`src/hdl/tfc_pkg.sv`:
```
// ----------------------------------------------------------------------------
// tfc_pkg
// Shared types and constants of the TCP flow counter.
// ----------------------------------------------------------------------------
package tfc_pkg;

    localparam logic [15:0] ETHERTYPE_IPV4 = 16'h0800;
    localparam logic [7:0]  PROTO_TCP      = 8'h06;

    localparam logic [1:0] ST_NONE  = 2'd0;
    localparam logic [1:0] ST_NEW   = 2'd1;
    localparam logic [1:0] ST_HIT   = 2'd2;
    localparam logic [1:0] ST_FULL  = 2'd3;

    typedef struct packed {
        logic [31:0] sip;
        logic [31:0] dip;
        logic [15:0] sport;
        logic [15:0] dport;
    } t_key;

    // one job handed from the parser to the table engine
    typedef struct packed {
        logic        rd;       // slot read-out
        logic        ok;       // frame passed the header checks
        logic [7:0]  rslot;
        logic [15:0] wlen;
        t_key        key;
    } t_job;

endpackage

```
`src/hdl/tfc_parser.sv`:
```
// ----------------------------------------------------------------------------
// tfc_parser
// Front end: walks the frame bytes, captures the header fields and emits one
// job per last byte or per read request.
// ----------------------------------------------------------------------------
module tfc_parser (
    input  logic          i_clk,
    input  logic          i_rst_n,
    input  logic          i_valid,
    input  logic          i_op,
    input  logic [7:0]    i_data_byte,
    input  logic          i_last,
    input  logic [15:0]   i_wire_len,
    input  logic [7:0]    i_read_slot,
    output logic          o_job_valid,
    output tfc_pkg::t_job o_job
);

    logic [15:0]   r_off;
    logic [15:0]   r_etype;
    logic [3:0]    r_ihl;
    logic [7:0]    r_proto;
    tfc_pkg::t_key r_key;

    logic [15:0]   n_etype;
    logic [3:0]    n_ihl;
    logic [7:0]    n_proto;
    tfc_pkg::t_key n_key;
    logic [16:0]   tcp_at;
    logic [16:0]   captured;
    logic          ok;

    assign tcp_at   = 17'd14 + {11'd0, r_ihl, 2'b00};
    assign captured = {1'b0, r_off} + 17'd1;

    always_comb begin
        n_etype = r_etype;
        n_ihl   = r_ihl;
        n_proto = r_proto;
        n_key   = r_key;
        if (r_off == 16'd12) n_etype[15:8] = i_data_byte;
        else if (r_off == 16'd13) n_etype[7:0] = i_data_byte;
        else if (r_off == 16'd14) n_ihl = i_data_byte[3:0];
        else if (r_off == 16'd23) n_proto = i_data_byte;
        else if (r_off >= 16'd26 && r_off <= 16'd29)
            n_key.sip = {r_key.sip[23:0], i_data_byte};
        else if (r_off >= 16'd30 && r_off <= 16'd33)
            n_key.dip = {r_key.dip[23:0], i_data_byte};
        if (r_ihl >= 4'd5 && r_off >= 16'd34) begin
            if ({1'b0, r_off} == tcp_at || {1'b0, r_off} == tcp_at + 17'd1)
                n_key.sport = {r_key.sport[7:0], i_data_byte};
            else if ({1'b0, r_off} == tcp_at + 17'd2 || {1'b0, r_off} == tcp_at + 17'd3)
                n_key.dport = {r_key.dport[7:0], i_data_byte};
        end
    end

    // checks take the header state including this byte
    assign ok = (n_etype == tfc_pkg::ETHERTYPE_IPV4) && (n_proto == tfc_pkg::PROTO_TCP)
              && (n_ihl >= 4'd5)
              && (captured >= 17'd34 + {11'd0, n_ihl, 2'b00});

    always_ff @(posedge i_clk) begin
        o_job.rd    <= i_op;
        o_job.ok    <= ok;
        o_job.rslot <= i_read_slot;
        o_job.wlen  <= i_wire_len;
        o_job.key   <= n_key;
        if (!i_rst_n) begin
            r_off       <= '0;
            r_etype     <= '0;
            r_ihl       <= '0;
            r_proto     <= '0;
            r_key       <= '0;
            o_job_valid <= 1'b0;
        end else begin
            o_job_valid <= i_valid && (i_op || i_last);
            if (i_valid && !i_op) begin
                if (i_last) begin
                    r_off   <= '0;
                    r_etype <= '0;
                    r_ihl   <= '0;
                    r_proto <= '0;
                    r_key   <= '0;
                end else begin
                    if (r_off != 16'hFFFF) r_off <= r_off + 16'd1;
                    r_etype <= n_etype;
                    r_ihl   <= n_ihl;
                    r_proto <= n_proto;
                    r_key   <= n_key;
                end
            end
        end
    end

endmodule

```
`config.mk`:
```
export PLATFORM = sky130hd
export DESIGN_NAME = tfc_parser
export DESIGN_NICKNAME = d
export VERILOG_FILES = /design/src/hdl/tfc_pkg.sv /design/src/hdl/tfc_parser.sv
export SDC_FILE = /design/constraint.sdc
export NUM_CORES = 1
export LEC_CHECK = 0
export BUFFER_PORTS_ARGS = -buffer_cell sky130_fd_sc_hd__buf_2
export CAP_MARGIN = 10
export CORE_UTILIZATION = 50
export CTS_CLUSTER_DIAMETER = 80
export DETAILED_ROUTE_END_ITERATION = 10
export GPL_TIMING_DRIVEN = 0
export MAX_ROUTING_LAYER = met4
export PLACE_DENSITY_LB_ADDON = 0.05
export SLEW_MARGIN = 20
export SYNTH_ARGS = -nofsm -noshare
export SYNTH_HDL_FRONTEND = slang
export SYNTH_SLANG_ARGS = --single-unit
```
`constraint.sdc`:
```
create_clock -name i_clk -period 3.2 [get_ports i_clk]
set_input_delay 0.48 -clock i_clk [delete_from_list [all_inputs] [get_ports i_clk]]
set_output_delay 0.48 -clock i_clk [all_outputs]
set_load 0.01 [all_outputs]
```
==> flow_metrics.env <==
export IMPL_cellPowerDensity_nw_per_um2=527
export IMPL_syn2layout_area_growth_pct=21.0
export IMPL_netlist_area_um2=10200
export IMPL_grtUsageTotal_pct=25.4
export IMPL_drc=0
export IMPL_wirelength_um=25800
export IMPL_yosys_area_share_simple_pct=18.7
export IMPL_hpwlAfterDp_um=17700
export IMPL_netlist_instances=1011
export IMPL_cts_tree="built"
export IMPL_synth_warnings=0
export IMPL_max_freq_ghz=0.324
export IMPL_finalSetupViolations=0
export IMPL_initial_core_util_pct=51.7
export IMPL_finalHoldViolCount=0
export IMPL_max_cap_violations=0
export IMPL_ios=160
export IMPL_holdBufCountCts=0
export IMPL_relSlewSlack_pct=40.4
export IMPL_overflow=0
export IMPL_nNetsFinal=1252
export IMPL_fin_skew_ns=0.0178
export IMPL_power_mw=6.51
export IMPL_layout_commonest_cell="dfxtp_1"
export IMPL_cts_root_buf="clkbuf_16"
export IMPL_num_fill_cells=1712
export IMPL_leakagePower_nw=5.01
export IMPL_port_buffers=155
export IMPL_fin_ws_ns=0.112
export IMPL_worstMarginPinSlew_ns=0.891
export IMPL_synth_ff_type="dfxtp_1"
export IMPL_clkSinkCount=263
export IMPL_pre_cts_slack_ns=-0.608
export IMPL_wl_per_cell_um=17.4
export IMPL_drt_iter0_markers=583
export IMPL_drive_gt1_share_pct=28.5
export IMPL_layout_common_cells="dfxtp_1, buf_2, nand2_1, nor2b_1, a22oi_1"
export IMPL_vdd_drop_max_uv=416
export IMPL_synth_nets=1061
export IMPL_final_area_um2=12300
export IMPL_reg2reg_setup_slack_ns=0.11
export IMPL_die_h_um=145
export IMPL_required_ns=3.60
export IMPL_grt_pass1_vias=7536
export IMPL_cp_max_fo=8
export IMPL_crit_type="reg -> reg"
export IMPL_synth_compound_area_share_pct=13.3
export IMPL_die_width_um=145
export IMPL_critPathLaunchType="flop"
export IMPL_grt_max_degree=15
export IMPL_hold_class="in -> reg"
export IMPL_clock_path_buffers=3
export IMPL_rsz0062_at_grt="true"
export IMPL_gp_congestion=0.925
export IMPL_synthArstFlopShare_pct=0
export IMPL_synthMuxAreaShare_pct=9.32
export IMPL_n_antenna_cell=0
export IMPL_period_minus_slack_ns=3.09
export IMPL_antenna_found_initial=0
export IMPL_dr_pass1_iters=5
export IMPL_dieArea_um2=21000
export IMPL_fin_cells=1484
export IMPL_min_period_over_period_pct=96.5
export IMPL_htree_levels=1
export IMPL_placed_area_um2=11300
export IMPL_synth_edf_count=0
export IMPL_fin_setup_tns_ns=0
export IMPL_clk_latency_ns=0.55
export IMPL_synth_cell_type_count=65
export IMPL_ant_nets=0
export IMPL_std_cell_rows=51
export IMPL_crit_path_end_kind="flop"
export IMPL_arrival_ns=3.49
export IMPL_clkTransAtPathRegs_ns=0.06
export IMPL_via_count=8049
export IMPL_ys_seq_area_share_pct=51.6
export IMPL_cts_buffers=27
export IMPL_ys_seq_elements=263
export IMPL_synth_top_family_by_area="simple AND/OR/NAND/NOR gates"
export IMPL_coreArea_um2=19700
export IMPL_status="finished, final reports clean"
export IMPL_drv_slew=0
export IMPL_via_per_inst=5.42
export IMPL_synth_fa_ha_area_share_pct=1.59
export IMPL_grt_pass1_wl_um=40300
export IMPL_synth_xor_area_share_pct=1.55
export IMPL_syn_area_per_cell_um2=10.1
export IMPL_dp_cells=1431
-- final cells by class --
type,instances,area (µm²),area share [%]
timing repair buffer,162,828,6.71
clock buffer,39,761,6.16
buffer,75,384,3.11
multi-input combinational,663,4640,37.6
sequential,263,5270,42.7
tap,265,332,2.69
clock inverter,7,80.1,0.649
inverter,10,41.3,0.335
-- stage by stage --
| stage | util [%] | hold WS, ns |
|---|---|---|
| 4_1_cts | 62.0 | 0.0179 |
| 3_3_place_gp | 57.4 | 0.435 |
| 5_1_grt | 62.6 | 0.0200 |
| 3_5_place_dp | 57.4 | 0.434 |
| 2_1_floorplan | - | 0.415 |
| 6_report | 62.6 | 0.0352 |
-- flip-flops by register name, indices dropped and copies added, names as in the netlist --
signal       cells
r_etype         16
r_ihl            4
r_key           96
r_off           16
o_job_valid      1
r_proto          8
o_job          122
-- critical path: stages (launching register included) --
cell,delay [ns]
dfxtp_2,0.35
buf_6,0.14
clkinvlp_4,0.14
ha_4,0.20
nor2_4,0.13
nand2_1,0.10
nor2_4,0.23
mux2i_1,0.30
ha_1,0.30
nand4_1,0.14
nor2_1,0.09
a221oi_2,0.26
o2111ai_2,0.15
nor4_2,0.28
a311oi_1,0.13
-- what timing repair did --
item,in CTS,in global routing
gates resized for setup,12,21
endpoints found under the setup margin,1,11
gates cloned,0,0
setup buffers,2,5
pin swaps,2,8
-- kinds of logic after synthesis --
group	Yosys count
buf+inv	85
xor+xnor	18
mux	85
fa+ha+maj	13
flops	263
compound gates	194
simple gates	353
-- cells in the mapped netlist, types with 4 or more instances --
library cell	number	share of area [%]
a21boi_0	7	0.52
a21oi_1	10	0.49
a22oi_1	91	6.7
a31oi_1	4	0.25
and2_1	7	0.43
and3_1	12	0.74
and4_1	5	0.43
buf_2	25	1.2
buf_6	6	0.66
clkbuf_1	39	1.4
dfxtp_1	263	52
ha_1	13	1.6
inv_1	10	0.37
mux2_2	80	8.8
mux2i_1	5	0.49
nand2_1	111	4.1
nand3_1	21	1.0
nand4_1	21	1.3
nor2_1	28	1.0
nor2b_1	103	6.3
nor3_1	8	0.39
nor4_1	10	0.61
o21ai_0	36	1.8
o22ai_1	20	1.2
xnor2_1	13	1.1
xor2_1	5	0.43
-- path summary, 6_finish.rpt --
path | cells past startpoint | startpoint | endpoint
max | 14 | r_off[1]$_SDFFE_PN0P_ | o_job[120]$_DFF_P_
min | 1 | i_read_slot[1] | o_job[113]$_DFF_P_
max reg2reg | 14 | r_off[1]$_SDFFE_PN0P_ | o_job[120]$_DFF_P_
min reg2reg | 2 | r_key[14]$_SDFFE_PN0P_ | o_job[14]$_DFF_P_
-- layer usage --
layer,GRT usage (%),up-vias,part of all wire (%),wire [µm]
li1,-,3980,-,-
met1,34.7,3753,47,12200
met2,37.9,257,44,11400
met3,3.78,59,5.2,1350
met4,9.75,0,3.3,856
met5,-,-,0,0
-- where the power goes --
group          switching, mW  internal (mW)
clock                   1.26           1.73
combinational          0.152         0.0731
sequential           0.00517           3.29
Note: power is estimated with default switching activity, not from simulation.
