--- src/hdl/tfc_pkg.sv ---
// ----------------------------------------------------------------------------
// tfc_pkg
// Shared types and constants of the TCP flow counter.
// ----------------------------------------------------------------------------
package tfc_pkg;

    localparam logic [15:0] ETHERTYPE_IPV4 = 16'h0800;
    localparam logic [7:0]  PROTO_TCP      = 8'h06;

    localparam logic [1:0] ST_NONE  = 2'd0;
    localparam logic [1:0] ST_NEW   = 2'd1;
    localparam logic [1:0] ST_HIT   = 2'd2;
    localparam logic [1:0] ST_FULL  = 2'd3;

    typedef struct packed {
        logic [31:0] sip;
        logic [31:0] dip;
        logic [15:0] sport;
        logic [15:0] dport;
    } t_key;

    // one job handed from the parser to the table engine
    typedef struct packed {
        logic        rd;       // slot read-out
        logic        ok;       // frame passed the header checks
        logic [7:0]  rslot;
        logic [15:0] wlen;
        t_key        key;
    } t_job;

endpackage

--- src/hdl/tfc_jobq.sv ---
// ----------------------------------------------------------------------------
// tfc_jobq
// Small FIFO of jobs between the parser and the table engine.
// ----------------------------------------------------------------------------
module tfc_jobq #(
    parameter int DEPTH = 4
) (
    input  logic          i_clk,
    input  logic          i_rst_n,
    input  logic          i_push,
    input  tfc_pkg::t_job i_job,
    input  logic          i_pop,
    output logic          o_empty,
    output logic [$clog2(DEPTH+1)-1:0] o_count,
    output tfc_pkg::t_job o_job
);
    localparam int AW = $clog2(DEPTH);

    tfc_pkg::t_job r_mem [DEPTH];
    logic [AW-1:0] r_wp, r_rp;
    logic [$clog2(DEPTH+1)-1:0] r_cnt;

    assign o_empty = (r_cnt == '0);
    assign o_count = r_cnt;
    assign o_job   = r_mem[r_rp];

    always_ff @(posedge i_clk) begin
        if (i_push) r_mem[r_wp] <= i_job;
        if (!i_rst_n) begin
            r_wp  <= '0;
            r_rp  <= '0;
            r_cnt <= '0;
        end else begin
            if (i_push) r_wp <= (r_wp == AW'(DEPTH - 1)) ? '0 : r_wp + 1'b1;
            if (i_pop)  r_rp <= (r_rp == AW'(DEPTH - 1)) ? '0 : r_rp + 1'b1;
            r_cnt <= r_cnt + (i_push ? 1'b1 : 1'b0) - (i_pop ? 1'b1 : 1'b0);
        end
    end

endmodule

--- config.mk ---
export PLATFORM = sky130hd
export DESIGN_NAME = tfc_jobq
export DESIGN_NICKNAME = d
export VERILOG_FILES = /design/src/hdl/tfc_pkg.sv /design/src/hdl/tfc_jobq.sv
export SDC_FILE = /design/constraint.sdc
export NUM_CORES = 1
export LEC_CHECK = 0
export ABC_AREA = 1
export ABC_CLOCK_PERIOD_IN_PS = 9430
export BUFFER_PORTS_ARGS = -buffer_cell sky130_fd_sc_hd__buf_2
export CAP_MARGIN = 5
export CELL_PAD_IN_SITES_DETAIL_PLACEMENT = 0
export CELL_PAD_IN_SITES_GLOBAL_PLACEMENT = 1
export CORE_MARGIN = 1
export CORE_UTILIZATION = 50
export DETAILED_ROUTE_END_ITERATION = 6
export HOLD_SLACK_MARGIN = 0.12
export PLACE_DENSITY = 0.95
export SYNTH_ARGS = -nofsm -noshare
export SYNTH_HDL_FRONTEND = slang
export SYNTH_SLANG_ARGS = --single-unit
--- constraint.sdc ---
create_clock -name i_clk -period 9.43 [get_ports i_clk]
set_input_delay 0.4715 -clock i_clk [delete_from_list [all_inputs] [get_ports i_clk]]
set_output_delay 0.4715 -clock i_clk [all_outputs]
set_load 0.1 [all_outputs]
==> impl_metrics.json, run 1 <==
{
  "dp.cells": 2171,
  "cts_num_sinks": 497,
  "clk_pin_slew_worst_paths_ns": 0.06,
  "p_leak_nw": 9.31,
  "wl_per_cell_um": 16.3,
  "start_util_pct": 51.3,
  "clock_skew_ns": 0.0185,
  "cts_resized": 0,
  "layout_commonest_cell": "edfxtp_1",
  "swShare_pct": 31.2,
  "firstDrtPassIters": 7,
  "yosys.cell_types.count": 16,
  "p_total_mw": 5.48,
  "rsz0062_at_grt": "false",
  "reg2regPathDepth": 5,
  "fin_area_um2": 23800,
  "seq_area_frac_synth_pct": 76.1,
  "final_cells": 2390,
  "reg2reg_to": "r_mem[0][90]$_DFFE_PP_",
  "power.share.clock_pct": 33.6,
  "yosys_warnings": 0,
  "crit_arrival_ns": 3.54,
  "globalplace.congestion": 0.728,
  "routed_wl_mm": 38.8,
  "r2r-start": "r_wp[0]$_SDFFE_PN0P_",
  "cts_made_buffers": 50,
  "nets": 1968,
  "drt_iter0_drc": 670,
  "hp-start": "i_rst_n",
  "hold_path_end": "o_count[0]$_SDFF_PN0_",
  "fin_tns_setup_ns": 0,
  "grt_first_pass_wirelength_mm": 59.9,
  "r2r_slack_ns": 6.89,
  "dpl.hpwl_mm": 20.9,
  "internal_power_mw": 3.77,
  "ant_nets": 0,
  "avgSynthCellArea_um2": 13.2,
  "ys_seq_elements": 497,
  "drv_cap": 0,
  "finalCritPeriodShare_pct": 42.5,
  "areaGrowthSynthToFinish_pct": 22.2,
  "grt-ovfl-total": 0,
  "num_rows": 71,
  "dieArea_um2": 39800,
  "whs_path_depth": 3,
  "worstHoldPathType": "input pin to register",
  "grt_max_degree": 265,
  "root_buffer": "clkbuf_16",
  "relSlewSlack_pct": 22.7,
  "track_usage_pct": 19.5,
  "dieWidth_um": 200,
  "max_freq_mhz": 249,
  "clockBufferDepth": 3,
  "status": "finished, final reports clean",
  "place_area_um2": 21100,
  "maxSlewViolCount": 0,
  "grt_pass1_vias": 12000,
  "synth_nets": 1615,
  "combPwrFrac_pct": 19.6,
  "via_count": 12000,
  "cts_tree": "built",
  "tightest_slew_ns": 1.16,
  "p_switching_mw": 1.71,
  "cp-end-kind": "output pin",
  "antenna_found_initial": 6,
  "io_buffers": 251,
  "drc": 0,
  "required_ns": 8.96,
  "synth.cell_area_um2": 19500,
  "clk_latency_ns": 0.59,
  "hold_viol_final": 0,
  "final.min_clock_period_ns": 4.01,
  "pwr-share-seq_pct": 46.8,
  "ioPinCount": 252,
  "die_y_um": 200,
  "power_density_nw_per_um2": 230,
  "setup.worst_path.class": "register to output pin",
  "post_drt_via_cell_ratio": 5.01,
  "postSynthCellCount": 1481,
  "drive_above_1_share_pct": 17.7,
  "coreArea_um2": 38000,
  "setup_viol": 0,
  "crit_fanout": 103,
  "ir_worst_vdd_mv": 0.249,
  "cts.htree.levels": 2,
  "cp-start-kind": "register",
  "final_cell_mix": "edfxtp_1 (488), inv_1 (255), nand2_1 (254)"
}
[layout make-up]
cell class | instances | area (um^2)
Tap cell | 511 | 639
Clock buffer | 61 | 1290
Fill cell | 2785 | 14200
Sequential cell | 497 | 14800
Multi-Input combinational cell | 644 | 3270
Timing Repair Buffer | 382 | 2560
Antenna cell | 6 | 15.0
Clock inverter | 30 | 235
Inverter | 259 | 992
[metrics by stage]
step / hold WS (ns) / utilization, % / setup slack (ns)
after floorplan: 0.469 / - / 6.02
after global placement: 0.504 / 55.4 / 6.14
after detailed placement: 0.515 / 55.4 / 6.06
after CTS: 0.142 / 62.7 / 5.43
after global routing: 0.163 / 62.7 / 5.17
final: 0.172 / 62.7 / 5.42
[cells in the mapped netlist (all sizes together)]
cell,count,area share (%)
ha,7,0.45
fa,1,0.10
nor2,9,0.17
clkbuf,5,0.096
o21ai,125,3.2
o211ai,122,4.7
inv,259,5.0
nand2,254,4.9
edfxtp,488,75
dfxtp,9,0.92
buf,76,2.1
nand3,1,0.026
a21oi,125,3.2
[registers in the layout, indices dropped and copies added (netlist names), named ones only]
signal   cells
r_mem      488
o_count      3
r_rp         2
r_wp         2
[per-layer routing]
layer | share of wire, % | global-route usage, %
met5 | 0.033 | 0
met2 | 51 | 34.5
met3 | 7.4 | 6.16
met4 | 1.7 | 6.62
met1 | 40 | 22.3
[kinds of logic after synthesis]
| group | share of synthesized area, % |
|---|---|
| AO/OA/AOI/OAI | 11.1 |
| adder cells (fa/ha/maj) | 0.552 |
| buffers and inverters | 7.20 |
| flip-flops | 76.1 |
| AND/OR/NAND/NOR | 5.09 |
[repair_timing]
action / 4_1_cts / 5_1_grt
buffers inserted: 0 / 0
hold buffers: 122 / 0
endpoints found under the hold margin: 488 / 0
[worst max-delay path by stage]
| stage | end | depth (start not counted) |
|---|---|---|
| final | o_job[64] | 5 |
| after global routing | o_job[94] | 5 |
| after CTS | o_job[64] | 5 |
| after detailed placement | o_job[64] | 5 |
| after global placement | o_job[64] | 5 |
| after floorplan | r_mem[2][0]$_DFFE_PP_ | 4 |
[worst max-delay path: stages (launching register included)]
cell and delay, ns:
dfxtp_4 0.55, buf_4 0.77, buf_4 0.76, o211ai_1 0.21
nand2_1 0.13, buf_2 0.44
[power groups by stage]
stage / clock network, mW / logic [mW] / registers, mW
after global routing: 1.96 / 1.13 / 2.58
after global placement: 0 / 1.02 / 2.61
after detailed placement: 0 / 1.03 / 2.61
after CTS: 1.88 / 1.07 / 2.57
after floorplan: 0 / 0.827 / 2.63
final: 1.84 / 1.07 / 2.57
Note: power is estimated with default switching activity, not from simulation.
==> inputs of run 2 (changes only) <==
==> config.mk (replaced) <==
export PLATFORM = sky130hd
export DESIGN_NAME = tfc_jobq
export DESIGN_NICKNAME = d
export VERILOG_FILES = /design/src/hdl/tfc_pkg.sv /design/src/hdl/tfc_jobq.sv
export SDC_FILE = /design/constraint.sdc
export NUM_CORES = 1
export LEC_CHECK = 0
export ABC_AREA = 0
export ABC_CLOCK_PERIOD_IN_PS = 3500
export BUFFER_PORTS_ARGS = -buffer_cell sky130_fd_sc_hd__buf_2
export CAP_MARGIN = 5
export CELL_PAD_IN_SITES_DETAIL_PLACEMENT = 0
export CELL_PAD_IN_SITES_GLOBAL_PLACEMENT = 1
export CORE_MARGIN = 1
export CORE_UTILIZATION = 45
export DETAILED_ROUTE_END_ITERATION = 6
export HOLD_SLACK_MARGIN = 0.12
export PLACE_DENSITY = 0.86
export SYNTH_ARGS = -nofsm -noshare
export SYNTH_HDL_FRONTEND = slang
export SYNTH_SLANG_ARGS = --single-unit
==> constraint.sdc (replaced) <==
create_clock -name i_clk -period 3.5 [get_ports i_clk]
set_input_delay 0.175 -clock i_clk [delete_from_list [all_inputs] [get_ports i_clk]]
set_output_delay 0.175 -clock i_clk [all_outputs]
set_load 0.1 [all_outputs]
==> impl_metrics.json, run 2 <==
{
  "p_switching_mw": 4.16,
  "yosys.area_share.simple_pct": 0.450,
  "coreArea_um2": 39600,
  "grt-ovfl-total": 0,
  "die_y_um": 202,
  "ys_seq_elements": 497,
  "cts_num_sinks": 497,
  "synthMuxAreaShare_pct": 15.3,
  "cts_made_buffers": 48,
  "root_buffer": "clkbuf_16",
  "p_total_mw": 14.6,
  "r2r_slack_ns": 1.46,
  "postLayoutSetupSlackWorst_ns": 0.734,
  "dieWidth_um": 202,
  "layout_commonest_cell": "edfxtp_1",
  "fillers": 2855,
  "p_leak_nw": 7.76,
  "top_register": "r_mem",
  "synth_compound_area_share_pct": 0.0554,
  "synth_ff_type": "edfxtp_1",
  "dieArea_um2": 41000,
  "cts.htree.levels": 2,
  "clockBufferDepth": 3,
  "yosysTopAreaCellShare_pct": 81.1,
  "pre_cts_ws_ns": 1.26,
  "yosys.cell_types.count": 19,
  "synth.area.top_cells": "edfxtp_1 (81%), mux4_2 (15%), dfxtp_1 (1.0%)",
  "clock_skew_ns": 0.00896,
  "globalplace.congestion": 0.695,
  "crit_fanout": 38,
  "holdWs_ns": 0.360,
  "reg2reg_to": "r_mem[3][74]$_DFFE_PP_",
  "io_buffers": 251,
  "ant_nets": 0,
  "setup.worst_path.class": "register to output pin",
  "antenna_found_initial": 1,
  "hold_viol_final": 0,
  "post_drt_via_cell_ratio": 5.20,
  "num_rows": 73,
  "combPwrFrac_pct": 17.8,
  "ir_worst_vdd_mv": 0.586,
  "whs_path_depth": 2,
  "async_reset_ff_share_pct": 0,
  "swShare_pct": 28.6,
  "grt_first_pass_wirelength_mm": 53.6,
  "max_freq_mhz": 362,
  "clk_latency_ns": 0.57,
  "relSlewSlack_pct": 44.4,
  "postSynthCellCount": 680,
  "maxSlewViolCount": 0,
  "cp-start-kind": "register",
  "reg2regPathDepth": 3,
  "nets": 1228,
  "areaGrowthSynthToFinish_pct": 26.3,
  "finalCritPeriodShare_pct": 79.0,
  "synth_enable_flop_cells": 488,
  "grt_max_degree": 87,
  "track_usage_pct": 17.4,
  "tightest_slew_ns": 0.833,
  "firstDrtPassIters": 4,
  "final_cell_mix": "edfxtp_1 (488), buf_2 (251), dlygate4sd3_1 (126)",
  "clk_pin_slew_worst_paths_ns": 0.06,
  "drt_iter0_drc": 517,
  "rsz0062_at_grt": "false",
  "r2r-start": "r_wp[0]$_SDFFE_PN0P_",
  "status": "finished, final reports clean",
  "setup_viol": 0,
  "dpl.hpwl_mm": 19.8,
  "cts_tree": "built",
  "synth_top_family_by_area": "multiplexers",
  "synthXorXnorAreaFrac_pct": 0.125,
  "yosys_warnings": 0,
  "ioPinCount": 252,
  "start_util_pct": 45.6,
  "yosys.cell_count.top_type": "edfxtp_1",
  "cp-end-kind": "output pin",
  "power.share.clock_pct": 35.0,
  "fin_tns_setup_ns": 0,
  "synth_commonest_cells": "edfxtp_1 (488), mux4_2 (122), buf_2 (13), buf_8 (9), dfxtp_1 (9)",
  "required_ns": 3.32,
  "avgSynthCellArea_um2": 26.6,
  "crit_end": "o_job[114]",
  "via_count": 8615,
  "seq_area_frac_synth_pct": 82.0,
  "largest_reg_flops": 488,
  "drive_above_1_share_pct": 40.8,
  "final.min_clock_period_ns": 2.77,
  "crit_arrival_ns": 2.59,
  "drv_cap": 0,
  "internal_power_mw": 10.4,
  "wl_per_cell_um": 21.3,
  "routed_wl_mm": 35.3,
  "pwr-share-seq_pct": 47.3,
  "synthAdderAreaFrac_pct": 0.595,
  "grt_pass1_vias": 9327,
  "synth_nets": 814,
  "worstHoldPathType": "input pin to register",
  "yosysTopAreaCell": "edfxtp_1",
  "synth.cell_area_um2": 18100,
  "post_cts_buffers": 0,
  "power_density_nw_per_um2": 637,
  "drc": 0
}
## run 2: changes by cell type after synthesis, moves of 122 or more
cell      previous run  this run
nand2_1            254         0
inv_1              259         6
o21ai_0            125         0
a21oi_1            125         2
mux4_2               0       122
o211ai_1           122         0
## run 2: per-layer routing
metal  track usage, %  up-vias  part of all wire [%]
met2             28.8      303                    50
met4             4.99        0                   1.8
met1             22.9     4484                    42
met3             4.31       48                   6.5
li1                 -     3780                     -
met5                0        -                     0
## run 2: final cells by class
| class | count | area, um^2 | area share (%) |
|---|---|---|---|
| multi-input combinational | 149 | 3000 | 13.1 |
| inverter | 6 | 22.5 | 0.0986 |
| sequential | 497 | 14800 | 65.0 |
| tap | 525 | 657 | 2.88 |
| clock inverter | 30 | 302 | 1.32 |
| timing repair buffer | 392 | 2760 | 12.1 |
| antenna | 1 | 2.50 | 0.0110 |
| clock buffer | 57 | 1260 | 5.50 |
## run 2: critical path: stages (launching register included)
cell     delay (ns)
dfxtp_4        0.71
buf_12         0.36
mux4_2         0.58
buf_2          0.31
## run 2: what timing repair did
| item | in CTS | in global routing |
|---|---|---|
| hold endpoints to repair | 497 | 0 |
| gates resized for setup | 0 | 0 |
| hold buffers | 126 | 0 |
## run 2: cell families (layout without fill, tap and decap cells)
| kind of cell | after synthesis | count (layout) |
|---|---|---|
| DFF | 497 | 497 |
| adders and majority gates | 8 | 8 |
| xor gates and xnor gates | 1 | 1 |
| AOI/OAI and AO/OA | 2 | 2 |
| and+or+nand+nor | 14 | 14 |
| muxes | 124 | 124 |
| buffers and inverters | 34 | 485 |
| other | 0 | 1 |
## run 2: how the worst min path moves through the flow
stage	start	endpoint	slack [ns]
final	i_job[91]	r_mem[0][91]$_DFFE_PP_	0.36
after detailed placement	i_job[39]	r_mem[0][39]$_DFFE_PP_	0.39
after global routing	i_job[20]	r_mem[3][20]$_DFFE_PP_	0.33
after global placement	i_job[120]	r_mem[0][120]$_DFFE_PP_	0.38
after CTS	i_job[39]	r_mem[0][39]$_DFFE_PP_	0.31
after floorplan	i_job[0]	r_mem[0][0]$_DFFE_PP_	0.27
## run 2: per-stage QoR
step,util [%],cell area (um^2),instances
2_1_floorplan,-,18100,680
3_3_place_gp,50.5,20000,1443
4_1_cts,57.6,22800,1656
5_1_grt,57.6,22800,1657
3_5_place_dp,50.5,20000,1443
6_report,57.6,22800,1657
## run 2: power by group through the flow
stage / logic (mW) / registers [mW] / clock network [mW]
6_report: 2.59 / 6.88 / 5.09
5_1_grt: 2.68 / 6.89 / 5.43
4_1_cts: 2.61 / 6.88 / 5.21
3_5_place_dp: 2.48 / 7.00 / 0
3_3_place_gp: 2.46 / 6.98 / 0
2_1_floorplan: 1.97 / 7.06 / 0
